--- src/design/pll_pkg.sv ---
// Shared types and codes for the positional linked list engine.
package pll_pkg;

    // Fixed field widths
    localparam int MODE_W  = 3;
    localparam int VALUE_W = 32;
    localparam int POS_W   = 7;

    // Operation codes carried in the mode field
    localparam logic [MODE_W-1:0] MODE_INS_FRONT = 3'd0;
    localparam logic [MODE_W-1:0] MODE_INS_AT    = 3'd1;
    localparam logic [MODE_W-1:0] MODE_INS_BACK  = 3'd2;
    localparam logic [MODE_W-1:0] MODE_DEL_FRONT = 3'd3;
    localparam logic [MODE_W-1:0] MODE_DEL_AT    = 3'd4;
    localparam logic [MODE_W-1:0] MODE_DEL_BACK  = 3'd5;
    localparam logic [MODE_W-1:0] MODE_READ      = 3'd6;

    typedef enum logic [1:0] {
        STATUS_OK      = 2'd0,
        STATUS_INVALID = 2'd1,
        STATUS_EMPTY   = 2'd2,
        STATUS_FULL    = 2'd3
    } status_t;

    typedef struct packed {
        logic [MODE_W-1:0]         mode;
        logic signed [VALUE_W-1:0] value;
        logic [POS_W-1:0]          position;
    } req_t;

    typedef struct packed {
        status_t                   status;
        logic signed [VALUE_W-1:0] item_value;
        logic                      last_item;
    } rsp_t;

    // Node memory controls from the sequencer
    typedef struct packed {
        logic rd_en;
        logic val_we;
        logic link_we;
    } mem_ctrl_t;

    // Slot map requests from the sequencer
    typedef struct packed {
        logic grab;
        logic drop;
    } slot_req_t;

endpackage

--- src/design/pll_mem.sv ---
// Node value and link memories with one shared registered read port.
module pll_mem #(
    parameter int CAPACITY = 64
) (
    input  logic                                  clk,
    input  pll_pkg::mem_ctrl_t                    ctrl,
    input  logic [$clog2(CAPACITY)-1:0]           rd_addr,
    input  logic [$clog2(CAPACITY)-1:0]           val_waddr,
    input  logic signed [pll_pkg::VALUE_W-1:0]    val_wdata,
    input  logic [$clog2(CAPACITY)-1:0]           link_waddr,
    input  logic [$clog2(CAPACITY)-1:0]           link_wdata,
    output logic signed [pll_pkg::VALUE_W-1:0]    val_rdata,
    output logic [$clog2(CAPACITY)-1:0]           link_rdata
);
    localparam int SLOT_W = $clog2(CAPACITY);

    logic signed [pll_pkg::VALUE_W-1:0] val_mem [CAPACITY];
    logic [SLOT_W-1:0]                  link_mem [CAPACITY];

    // Value store
    always_ff @(posedge clk)
    begin
        if (ctrl.val_we)
        begin
            val_mem[val_waddr] <= val_wdata;
        end
        if (ctrl.rd_en)
        begin
            val_rdata <= val_mem[rd_addr];
        end
    end

    // Link store
    always_ff @(posedge clk)
    begin
        if (ctrl.link_we)
        begin
            link_mem[link_waddr] <= link_wdata;
        end
        if (ctrl.rd_en)
        begin
            link_rdata <= link_mem[rd_addr];
        end
    end

endmodule

--- src/design/pll_slots.sv ---
// Occupied-slot map with lowest-free-slot allocation.
module pll_slots #(
    parameter int CAPACITY = 64
) (
    input  logic                        clk,
    input  logic                        rst_n,
    input  pll_pkg::slot_req_t          req,
    input  logic [$clog2(CAPACITY)-1:0] drop_slot,
    output logic [$clog2(CAPACITY)-1:0] free_slot
);
    localparam int SLOT_W = $clog2(CAPACITY);

    logic [CAPACITY-1:0] used_reg;
    logic [CAPACITY-1:0] used_next;

    // Lowest clear bit wins
    always_comb
    begin
        free_slot = '0;
        for (int i = CAPACITY - 1; i >= 0; i--)
        begin
            if (!used_reg[i])
            begin
                free_slot = SLOT_W'(i);
            end
        end
    end

    always_comb
    begin
        used_next = used_reg;
        if (req.grab)
        begin
            used_next[free_slot] = 1'b1;
        end
        if (req.drop)
        begin
            used_next[drop_slot] = 1'b0;
        end
    end

    always_ff @(posedge clk or negedge rst_n)
    begin
        if (!rst_n)
        begin
            used_reg <= '0;
        end
        else
        begin
            used_reg <= used_next;
        end
    end

endmodule

--- src/design/positional_linked_list_engine.sv ---
// Linked list engine: sequencer that walks node links one read per cycle.
// Throughput: one item at a time; a new item is taken only in the idle state, so
// service is set by the link walk through the single memory read port.
// Read-out: the next element's read is issued as each element is emitted.
// Reset clears the slot map, head and count; node memories are not cleared.
module positional_linked_list_engine #(
    parameter int CAPACITY = 64
) (
    input  logic          clk,
    input  logic          rst_n,
    input  logic          req_valid,
    output logic          req_stall,
    input  pll_pkg::req_t req,
    output logic          rsp_valid,
    input  logic          rsp_stall,
    output pll_pkg::rsp_t rsp
);
    localparam int SLOT_W = $clog2(CAPACITY);
    localparam int CNT_W  = $clog2(CAPACITY + 1);
    localparam int PW     = pll_pkg::POS_W;

    typedef enum logic [3:0] {
        S_IDLE,
        S_WALK,
        S_LINK,
        S_INS_FIX,
        S_DEL_FIX,
        S_DEL_HEAD,
        S_FINISH,
        S_RD_ISSUE,
        S_RD_EMIT
    } state_t;

    state_t            state_reg, state_next;
    logic [SLOT_W-1:0] cur_reg, cur_next;
    logic [CNT_W-1:0]  left_reg, left_next;
    logic              from_mem_reg, from_mem_next;
    logic [SLOT_W-1:0] head_reg, head_next;
    logic [CNT_W-1:0]  count_reg, count_next;
    logic [SLOT_W-1:0] fresh_reg, fresh_next;
    logic [SLOT_W-1:0] victim_reg, victim_next;
    logic              is_ins_reg, is_ins_next;
    pll_pkg::status_t  status_reg, status_next;
    logic              rsp_valid_reg, rsp_valid_next;
    pll_pkg::rsp_t     rsp_reg, rsp_next;

    pll_pkg::mem_ctrl_t                 mem_ctrl;
    logic [SLOT_W-1:0]                  rd_addr;
    logic [SLOT_W-1:0]                  val_waddr;
    logic [SLOT_W-1:0]                  link_waddr;
    logic [SLOT_W-1:0]                  link_wdata;
    logic signed [pll_pkg::VALUE_W-1:0] val_rdata;
    logic [SLOT_W-1:0]                  link_rdata;

    pll_pkg::slot_req_t slot_req;
    logic [SLOT_W-1:0]  drop_slot;
    logic [SLOT_W-1:0]  free_slot;

    logic              can_load;
    logic              is_insert;
    logic              is_delete;
    logic [PW-1:0]     count_ext;
    logic [PW-1:0]     ins_pos;
    logic [PW-1:0]     del_pos;
    logic [SLOT_W-1:0] walk_cur;

    pll_mem #(.CAPACITY(CAPACITY)) u_mem (
        .clk        (clk),
        .ctrl       (mem_ctrl),
        .rd_addr    (rd_addr),
        .val_waddr  (val_waddr),
        .val_wdata  (req.value),
        .link_waddr (link_waddr),
        .link_wdata (link_wdata),
        .val_rdata  (val_rdata),
        .link_rdata (link_rdata)
    );

    pll_slots #(.CAPACITY(CAPACITY)) u_slots (
        .clk       (clk),
        .rst_n     (rst_n),
        .req       (slot_req),
        .drop_slot (drop_slot),
        .free_slot (free_slot)
    );

    assign req_stall = (state_reg != S_IDLE);
    assign rsp_valid = rsp_valid_reg;
    assign rsp       = rsp_reg;
    assign can_load  = !rsp_valid_reg || !rsp_stall;

    // Decode of the incoming item
    assign is_insert = (req.mode == pll_pkg::MODE_INS_FRONT) ||
                       (req.mode == pll_pkg::MODE_INS_AT) ||
                       (req.mode == pll_pkg::MODE_INS_BACK);
    assign is_delete = (req.mode == pll_pkg::MODE_DEL_FRONT) ||
                       (req.mode == pll_pkg::MODE_DEL_AT) ||
                       (req.mode == pll_pkg::MODE_DEL_BACK);
    assign count_ext = PW'(count_reg);

    always_comb
    begin
        priority case (req.mode)
            pll_pkg::MODE_INS_FRONT: ins_pos = '0;
            pll_pkg::MODE_INS_BACK:  ins_pos = count_ext;
            default:                 ins_pos = req.position;
        endcase
        priority case (req.mode)
            pll_pkg::MODE_DEL_FRONT: del_pos = '0;
            pll_pkg::MODE_DEL_BACK:  del_pos = PW'(count_reg - CNT_W'(1));
            default:                 del_pos = req.position;
        endcase
    end

    // Current slot of a walk: first step from the register, then from memory
    assign walk_cur = from_mem_reg ? link_rdata : cur_reg;

    // Sequencer next state
    always_comb
    begin
        state_next     = state_reg;
        cur_next       = cur_reg;
        left_next      = left_reg;
        from_mem_next  = from_mem_reg;
        head_next      = head_reg;
        count_next     = count_reg;
        fresh_next     = fresh_reg;
        victim_next    = victim_reg;
        is_ins_next    = is_ins_reg;
        status_next    = status_reg;
        rsp_valid_next = rsp_valid_reg;
        rsp_next       = rsp_reg;
        mem_ctrl       = '0;
        rd_addr        = cur_reg;
        val_waddr      = free_slot;
        link_waddr     = cur_reg;
        link_wdata     = fresh_reg;
        slot_req       = '0;
        drop_slot      = victim_reg;

        if (rsp_valid_reg && !rsp_stall)
        begin
            rsp_valid_next = 1'b0;
        end

        unique case (state_reg)
            S_IDLE:
            begin
                if (req_valid)
                begin
                    status_next = pll_pkg::STATUS_OK;
                    state_next  = S_FINISH;
                    if (req.mode == pll_pkg::MODE_READ)
                    begin
                        if (count_reg == '0)
                        begin
                            status_next = pll_pkg::STATUS_EMPTY;
                        end
                        else
                        begin
                            cur_next   = head_reg;
                            left_next  = count_reg;
                            state_next = S_RD_ISSUE;
                        end
                    end
                    else if (is_insert)
                    begin
                        if (count_reg == CNT_W'(CAPACITY))
                        begin
                            status_next = pll_pkg::STATUS_FULL;
                        end
                        else if (ins_pos > count_ext)
                        begin
                            status_next = pll_pkg::STATUS_INVALID;
                        end
                        else
                        begin
                            // claim a slot and store the value now
                            slot_req.grab   = 1'b1;
                            mem_ctrl.val_we = 1'b1;
                            fresh_next      = free_slot;
                            is_ins_next     = 1'b1;
                            if (ins_pos == '0)
                            begin
                                mem_ctrl.link_we = 1'b1;
                                link_waddr       = free_slot;
                                link_wdata       = head_reg;
                                head_next        = free_slot;
                                count_next       = count_reg + CNT_W'(1);
                            end
                            else
                            begin
                                cur_next      = head_reg;
                                left_next     = CNT_W'(ins_pos - PW'(1));
                                from_mem_next = 1'b0;
                                state_next    = S_WALK;
                            end
                        end
                    end
                    else if (is_delete)
                    begin
                        if (count_reg == '0)
                        begin
                            status_next = pll_pkg::STATUS_EMPTY;
                        end
                        else if (del_pos >= count_ext)
                        begin
                            status_next = pll_pkg::STATUS_INVALID;
                        end
                        else
                        begin
                            is_ins_next = 1'b0;
                            if (del_pos == '0)
                            begin
                                mem_ctrl.rd_en = 1'b1;
                                rd_addr        = head_reg;
                                state_next     = S_DEL_HEAD;
                            end
                            else
                            begin
                                cur_next      = head_reg;
                                left_next     = CNT_W'(del_pos - PW'(1));
                                from_mem_next = 1'b0;
                                state_next    = S_WALK;
                            end
                        end
                    end
                end
            end

            // one link followed per cycle until the predecessor is reached
            S_WALK:
            begin
                mem_ctrl.rd_en = 1'b1;
                rd_addr        = walk_cur;
                if (left_reg == '0)
                begin
                    cur_next   = walk_cur;
                    state_next = S_LINK;
                end
                else
                begin
                    left_next     = left_reg - CNT_W'(1);
                    from_mem_next = 1'b1;
                end
            end

            // link_rdata holds the predecessor's successor
            S_LINK:
            begin
                if (is_ins_reg)
                begin
                    mem_ctrl.link_we = 1'b1;
                    link_waddr       = fresh_reg;
                    link_wdata       = link_rdata;
                    state_next       = S_INS_FIX;
                end
                else
                begin
                    victim_next    = link_rdata;
                    mem_ctrl.rd_en = 1'b1;
                    rd_addr        = link_rdata;
                    state_next     = S_DEL_FIX;
                end
            end

            S_INS_FIX:
            begin
                mem_ctrl.link_we = 1'b1;
                link_waddr       = cur_reg;
                link_wdata       = fresh_reg;
                count_next       = count_reg + CNT_W'(1);
                state_next       = S_FINISH;
            end

            // bypass the victim
            S_DEL_FIX:
            begin
                mem_ctrl.link_we = 1'b1;
                link_waddr       = cur_reg;
                link_wdata       = link_rdata;
                slot_req.drop    = 1'b1;
                drop_slot        = victim_reg;
                count_next       = count_reg - CNT_W'(1);
                state_next       = S_FINISH;
            end

            S_DEL_HEAD:
            begin
                head_next     = link_rdata;
                slot_req.drop = 1'b1;
                drop_slot     = head_reg;
                count_next    = count_reg - CNT_W'(1);
                state_next    = S_FINISH;
            end

            S_FINISH:
            begin
                if (can_load)
                begin
                    rsp_valid_next       = 1'b1;
                    rsp_next.status      = status_reg;
                    rsp_next.item_value  = '0;
                    rsp_next.last_item   = 1'b1;
                    state_next           = S_IDLE;
                end
            end

            S_RD_ISSUE:
            begin
                mem_ctrl.rd_en = 1'b1;
                rd_addr        = cur_reg;
                state_next     = S_RD_EMIT;
            end

            // emit one element; read data holds while the result side stalls
            S_RD_EMIT:
            begin
                if (can_load)
                begin
                    rsp_valid_next      = 1'b1;
                    rsp_next.status     = pll_pkg::STATUS_OK;
                    rsp_next.item_value = val_rdata;
                    rsp_next.last_item  = (left_reg == CNT_W'(1));
                    left_next           = left_reg - CNT_W'(1);
                    if (left_reg == CNT_W'(1))
                    begin
                        state_next = S_IDLE;
                    end
                    else
                    begin
                        mem_ctrl.rd_en = 1'b1;
                        rd_addr        = link_rdata;
                    end
                end
            end

            default:
            begin
                state_next = S_IDLE;
            end
        endcase
    end

    // State and registered outputs
    always_ff @(posedge clk or negedge rst_n)
    begin
        if (!rst_n)
        begin
            state_reg     <= S_IDLE;
            cur_reg       <= '0;
            left_reg      <= '0;
            from_mem_reg  <= 1'b0;
            head_reg      <= '0;
            count_reg     <= '0;
            fresh_reg     <= '0;
            victim_reg    <= '0;
            is_ins_reg    <= 1'b0;
            status_reg    <= pll_pkg::STATUS_OK;
            rsp_valid_reg <= 1'b0;
            rsp_reg       <= '0;
        end
        else
        begin
            state_reg     <= state_next;
            cur_reg       <= cur_next;
            left_reg      <= left_next;
            from_mem_reg  <= from_mem_next;
            head_reg      <= head_next;
            count_reg     <= count_next;
            fresh_reg     <= fresh_next;
            victim_reg    <= victim_next;
            is_ins_reg    <= is_ins_next;
            status_reg    <= status_next;
            rsp_valid_reg <= rsp_valid_next;
            rsp_reg       <= rsp_next;
        end
    end

`ifndef SYNTHESIS
    a_count_bound: assert property (@(posedge clk) disable iff (!rst_n)
        count_reg <= CNT_W'(CAPACITY))
        else $error("element count above capacity");

    a_value_only_ok: assert property (@(posedge clk) disable iff (!rst_n)
        rsp_valid |-> (rsp.status == pll_pkg::STATUS_OK || rsp.item_value == '0))
        else $error("element value on a non-ok result");

    a_walk_steps: assert property (@(posedge clk) disable iff (!rst_n)
        (state_reg == S_WALK && left_reg != '0) |=> left_reg == $past(left_reg) - CNT_W'(1))
        else $error("walk counter did not step");

    a_busy_after_accept: assert property (@(posedge clk) disable iff (!rst_n)
        (req_valid && !req_stall) |=> req_stall)
        else $error("accepted a new item before finishing the last one");
`endif

endmodule

--- config.mk ---
export PLATFORM = sky130hd
export DESIGN_NAME = positional_linked_list_engine
export DESIGN_NICKNAME = d
export VERILOG_FILES = /design/src/design/pll_pkg.sv /design/src/design/pll_mem.sv /design/src/design/pll_slots.sv /design/src/design/positional_linked_list_engine.sv
export SDC_FILE = /design/constraint.sdc
export NUM_CORES = 2
export LEC_CHECK = 0
export BUFFER_PORTS_ARGS = -buffer_cell sky130_fd_sc_hd__buf_2
export CAP_MARGIN = 20
export CORE_AREA = 5 5 491 493
export CTS_BUF_LIST = sky130_fd_sc_hd__clkbuf_8
export DETAILED_ROUTE_END_ITERATION = 16
export DIE_AREA = 0 0 496 498
export HOLD_SLACK_MARGIN = 0.08
export PLACE_DENSITY = 0.65
export SLEW_MARGIN = 5
export SYNTH_ARGS = -nofsm -noshare
export SYNTH_HDL_FRONTEND = slang
export SYNTH_HIERARCHICAL = 1
export SYNTH_SLANG_ARGS = --single-unit
--- constraint.sdc ---
create_clock -name clk -period 7 [get_ports clk]
set_input_delay 1.05 -clock clk [delete_from_list [all_inputs] [get_ports clk]]
set_output_delay 1.05 -clock clk [all_outputs]
set_load 0.01 [all_outputs]
# After elaboration in Yosys (flattened, before gate mapping)
# Memories as Yosys holds them, arrays and structs flattened. A register that Yosys moved wholly into a read port is not among the register bits.
# Index checks and enable logic that the tools add are counted.
op_classes:
  order_cmp: 6
  eq_ne: 45
  muxes: 220
  div: 0
  addsub: 5
  multipliers: 0
  shifts: 0
  n_reduce_logical: 39
  bitwise_logic: 7
ops:
  columns: ["operator", "n"]
  rows:
  - ["2-to-1 mux 6 bit", 108]
  - ["2-to-1 mux 7 bit", 19]
  - ["2-to-1 mux 64 bit", 2]
  - ["2-to-1 mux 35 bit", 2]
  - ["case mux 35 bit (2 select lines)", 1]
  - ["bitwise AND 64 bit", 1]
  - ["inverter 64 bit", 1]
  - ["bitwise OR 64 bit", 1]
  - ["2-to-1 mux 1 bit", 47]
  - ["case mux 7 bit (3 select lines)", 2]
  - ["case mux 6 bit (2 select lines)", 3]
  - ["2-to-1 mux 3 bit", 10]
  - ["!= test 2 bit, second input constant", 15]
  - ["logical NOT 7 bit", 4]
  - ["2-to-1 mux 4 bit", 7]
  - ["case mux 4 bit (7 select lines)", 1]
  - ["case mux 7 bit (2 select lines)", 2]
  - ["subtractor 7 x 1 -> 7 bit, second input constant", 4]
  - ["!= test 3 bit, second input constant", 8]
  - ["!= test 4 bit, second input constant", 6]
  - ["case mux 6 bit (4 select lines)", 1]
  - ["AND reduction 11 bit", 2]
  - ["2-to-1 mux 2 bit", 9]
  - ["case mux 6 bit (3 select lines)", 1]
  - ["36 further kinds", 65]
word_totals:
  latch_bits: 0
  mem_count: 2
  ramBits: 2432
  out_inout_bits: 37
  rom_bits: 0
  register_bits: 146
  inputBits: 46
  wordCells: 339
mem_list:
  columns: ["name", "words", "word_bits", "read_ports", "rd_ports_with_merged_regs", "write_ports", "line", "text"]
  rows:
  - ["u_mem.val_mem", 64, 32, 1, 1, 1, "pll_mem.sv:17", "logic signed [pll_pkg::VALUE_W-1:0] val_mem [CAPACITY];"]
  - ["u_mem.link_mem", 64, 6, 1, 1, 1, "pll_mem.sv:18", "logic [SLOT_W-1:0] link_mem [CAPACITY];"]

# Longest topological paths before layout
logic_depth:
  depth_word: 72
  depth_mapped: 24
  depth_no_buf: 19

# Modules after synthesis
# Netlist, hierarchy kept.
by_module_without_submodules:
  columns: ["module", "n_inst", "area_each_um2", "cells_each"]
  rows:
  - ["pll_mem", 1, 93721.1, 4092]
  - ["positional_linked_list_engine", 1, 5733.0, 636]
  - ["pll_slots", 1, 3861.2, 430]

# Worst setup path after synthesis
# OpenSTA, ideal clock, no wires.
synth_timing:
  path_type: "in2reg"
  startpoint: "input req[39] (netlist bit)"
  endpoint: "memory u_mem/val_mem[18][0] (netlist bit), enable pin"
  t_arrival_ps: 5817
  setup_slack_ps: 722
  setup_time_ps: 461
  path_buffers: 1
  required_ps: 6539
  path_stages: 12
  cell_sequence: "buf_6 -> or4bb_2 -> nand2_1 -> ha_1 -> o21ai_0 -> o21bai_1 -> o22ai_1 -> nand3_1 -> inv_1 -> nor4bb_1 -> nand2_1 -> nor3_1"
synth_rtl:
  columns: ["item", "line", "text"]
  rows:
  - ["start: declaration", "positional_linked_list_engine.sv:13", "input pll_pkg::req_t req,"]
  - ["end: declaration", "pll_mem.sv:17", null]

# Worst setup path after layout
layout_timing:
  startpoint: "register count_reg[1] (netlist: count_ext[1])"
  endpoint: "register u_mem/val_rdata[17] (netlist bit) (read register of u_mem.val_mem) (data pin)"
layout_between:
  elab_chain_cells: 11
layout_lines:
  columns: ["item", "line", "text"]
  rows:
  - ["start: declaration", "positional_linked_list_engine.sv:39", "logic [CNT_W-1:0] count_reg, count_next;"]
  - ["start signal: assignment", "positional_linked_list_engine.sv:370", "count_reg <= count_next;"]
  - ["parallel branches: the longest is 5 deep, another holds subtractor 7 x 1 -> 7 bit", null, null]
  - ["2-to-1 mux 6 bit *", "positional_linked_list_engine.sv:202", "if (count_reg == '0)"]
  - ["2-to-1 mux 6 bit *", "positional_linked_list_engine.sv:200", "else if (is_delete)"]
  - ["2-to-1 mux 6 bit *", "positional_linked_list_engine.sv:166", "else if (is_insert)"]
  - ["2-to-1 mux 6 bit *", "positional_linked_list_engine.sv:153", "if (req.mode == pll_pkg::MODE_READ)"]
  - ["2-to-1 mux 6 bit *", "positional_linked_list_engine.sv:149", "if (req_valid)"]
  - ["case mux 6 bit (4 select lines) *", "positional_linked_list_engine.sv:146", "unique case (state_reg)"]
  - ["via rd_addr[5]", "positional_linked_list_engine.sv:48", "logic [SLOT_W-1:0] rd_addr;"]
  - ["end: declaration", "pll_mem.sv:12", "output logic signed [pll_pkg::VALUE_W-1:0] val_rdata,"]
# Mark *: on every way through the listed nets, which the timed path passes.
# A chain may end at the register's enable or synchronous reset.

==> reports/metrics.csv <==
metric;value;unit
Inserted Clock Buffers;418;
final hold viol count;0;
RSZ-0062 raised after global routing;false;
CP Launch Type;flip-flop;
Die W;496;µm
mux cell area share after synthesis;14.3;%
area delta synth->final;14.2;%
Crit. End Element;flip-flop;
largest family of logic cells by synthesized area;multiplexers;
min Tclk post-route;6620;ps
Root Buffer;clkbuf_8;
CTS H-tree lvls;5;
Slowest cell on crit path;a21oi_1;
TritonRoute pass-1 iters;6;
Clock Skew;134;ps
cell count after synthesis;5158;
max_cap viols;0;
Reg2Reg Depth;20;
worst r2r dst;u_mem/val_rdata[17];
Ys Warns;6;
Final ANT Viol Nets;0;
DRT met1 WL;109;mm
area share of fa/ha/maj cells after synthesis;0.242;%
static leakage;38.1;nW
Synth Cell Area;0.103;mm²
fmax;0.151;GHz
clk sink count;2616;
Worst Hold Path EP;u_mem/val_mem[2][0];
setup_tns;0;ps
Worst Hold Class;input port to flip-flop;
worst r2r src;count_ext[1];
setup ws final;378;ps
gr ovfl total;0;
max-slew violations;0;
crit path cell chain;buf_4 -> inv_1 -> ha_1 -> nor3b_2 -> nand2_1 -> xnor2_1 -> nor2_1 -> a21oi_1 -> o21ai_0 -> ha_1 -> a21oi_1 -> o211ai_1 -> or4b_4 -> o311ai_1 -> nand2_2 -> buf_4 -> nand3_1 -> o221ai_1 -> a21oi_1 -> o22a_1;
post-cts sizing count;0;
DP Area;0.110;mm²
Avg WL per Cell;30.2;µm
initial cell density of the core;43.7;%
Synth top area share;71.8;%
Least-Margin Pin Slew;1020;ps
fraction of registers with async set/reset;5.58;%
Peak VDD IR;0.367;mV
# rows;179;
critical path peak fanout;24;
Max Used Layer;met5;
Post-Synth XOR/XNOR Area;0.119;%
clock slew at reported path FFs;60;ps
Setup Buffers After CTS;0;
syn_area_per_cell;20.0;µm²
maximum number of pins on one net before global-route repair;100;
WHS Path Cells;1;
final instance area;0.118;mm²
IO Count;83;
vias post-DR;55800;
Core Util, Final;49.9;%
Synth cell types;103;
Post-synth EDFFs;2470;
initial DRC count;7006;
hold_sp;req[7];
initial antenna violation count;10;
Final nets;5778;
dpl ws;-62.7;ps
worst skew pair latency;1110;ps
endpoints failing setup;0;
Power Total;53.6;mW
RD Place Congestion;0.864;
CTS tree;done;
Residual DRC;0;
die area;0.247;mm²
r2r setup slk;380;ps
status;completed;
vias in the first global route;55900;
Die H;498;µm
wire length on met3;24.6;mm
share of cells above drive strength 1;28.6;%
Post-Route WL;278;mm
post-synthesis net count;5224;
Core ar.;0.237;mm²
first-pass GRT wire length;400;mm
max FFs per register;2048;
Clock Path Buffers;4;
post-synthesis simple-gate area fraction;3.32;%
Yosys top cell by area;edfxtp_1;
pwr dens;454;mW/mm²
GRT Util Overall;22.3;%
# port buffers;82;
worst endpoint data arrival time;7560;ps
routed wl met2;134;mm
register area share after synthesis;75.3;%
Crit Path Category;flip-flop to flip-flop;
critical path data required time;7940;ps
Synth Flop Type;edfxtp_1;
period utilization;94.6;%
Synth Register Bits;2616;
DR vias/cell;6.06;
most frequent CP cell;a21oi_1;
complex-gate fraction of the synthesized area;5.05;%
slowest stage delay, CP;780;ps
max_slew headroom;32.0;%
main area contributors after synthesis;edfxtp_1 (72%), mux4_2 (13%), dfrtp_1 (3.5%), mux2_2 (0.98%), o22ai_1 (0.98%);
Final HPWL DP;159;mm
## critical path: cells and delay by family, from the launching register on
family	cells	cell delay [ps]
AOI/OAI and AO/OA	8	2230
and+or+nand+nor	6	2210
buffers and inverters	3	830
adders and majority gates	2	590
DFF	1	360
xor gates and xnor gates	1	230
## stage by stage
| stage | hold slack, ps | instances |
|---|---|---|
| 2_1_floorplan | 448 | 5158 |
| 3_3_place_gp | 465 | 8438 |
| 3_5_place_dp | 468 | 8439 |
| 4_1_cts | 273 | 9167 |
| 5_1_grt | 254 | 9193 |
| 6_report | 336 | 9197 |
## logic make-up after synthesis
logic type,after synthesis
and+or+nand+nor,671
buffers and inverters,342
adders and majority gates,20
xor gates and xnor gates,14
AOI/OAI and AO/OA,743
muxes,752
DFF,2616
## worst max-delay path by stage
stage / start / to / slack, ps
final: count_ext[1] / u_mem/val_rdata[17] / 380
after global placement: req[40] / u_mem/val_rdata[21] / 20
after CTS: count_ext[1] / u_mem/val_rdata[21] / 280
after detailed placement: req[40] / u_mem/val_rdata[21] / -60
after global routing: count_ext[1] / u_mem/val_rdata[17] / 220
after floorplan: req[39] / u_mem/val_mem[18][0] / 720
## cell type report
| class | count | area, µm² |
|---|---|---|
| flip-flops and latches | 2616 | 77800 |
| diodes | 11 | 27.5 |
| repair buffers | 417 | 4060 |
| inverters | 59 | 224 |
| clock buffers | 437 | 6010 |
| multi-input cells | 2200 | 24400 |
| well taps | 3167 | 3960 |
| clock inverters | 290 | 1540 |
| fillers | 19000 | 118000 |
## cell usage in the layout, fill, tap and decap left out, types with 28 or more instances in the layout
cell,instances
nand2b_1,28
a221oi_1,49
o21a_1,29
mux4_2,574
inv_1,197
nor4_1,40
buf_2,81
clkinv_2,38
buf_4,245
o21ai_0,65
buf_12,88
a22o_1,36
nor2b_1,33
clkinv_1,90
mux2i_1,88
nand4_1,33
nand3_1,43
dfrtp_1,146
o221ai_1,43
edfxtp_1,2470
nand2_1,104
a22oi_1,38
a21oi_1,144
o22ai_1,162
clkbuf_8,437
nor2_1,190
nor2_4,62
mux2_2,90
## per-layer routing
layer,global-route usage [%],up-vias
li1,-,22800
met1,30.7,29500
met2,35.7,2956
met3,4.26,542
met4,7.86,2
met5,0,-
## cells in the mapped netlist (all sizes together) (8+ instances only)
| library cell | instances |
|---|---|
| a22oi | 38 |
| o31ai | 11 |
| a221oi | 52 |
| mux2 | 90 |
| a2bb2oi | 14 |
| a22o | 36 |
| and2 | 13 |
| nand3 | 43 |
| clkbuf | 130 |
| nor3b | 11 |
| nand3b | 8 |
| nor2b | 34 |
| dfrtp | 146 |
| o22ai | 162 |
| a21oi | 146 |
| o21ai | 77 |
| nand4 | 34 |
| xnor2 | 10 |
| ha | 20 |
| mux2i | 88 |
| buf | 153 |
| o22a | 24 |
| a211oi | 15 |
| mux4 | 574 |
| nor2 | 254 |
| o311ai | 8 |
| edfxtp | 2470 |
| nand2b | 30 |
| a31oi | 14 |
| o221ai | 43 |
| or3 | 11 |
| a221o | 13 |
| nor3 | 37 |
| nand2 | 111 |
| o21a | 29 |
| inv | 57 |
| or2 | 11 |
| nor4 | 43 |
## where the power goes
part           internal [mW]  leakage, nW  switching [mW]
logic                   9.77         9.53            13.1
clock network           6.25         4.40            5.79
registers               18.2         24.2           0.519
total                   34.2         38.1            19.4
## what timing repair did
item,4_1_cts,5_1_grt
endpoints found under the hold margin,67,0
setup endpoints to repair,0,3
hold buffers,1,0
Note: power is estimated with default switching activity, not from simulation.
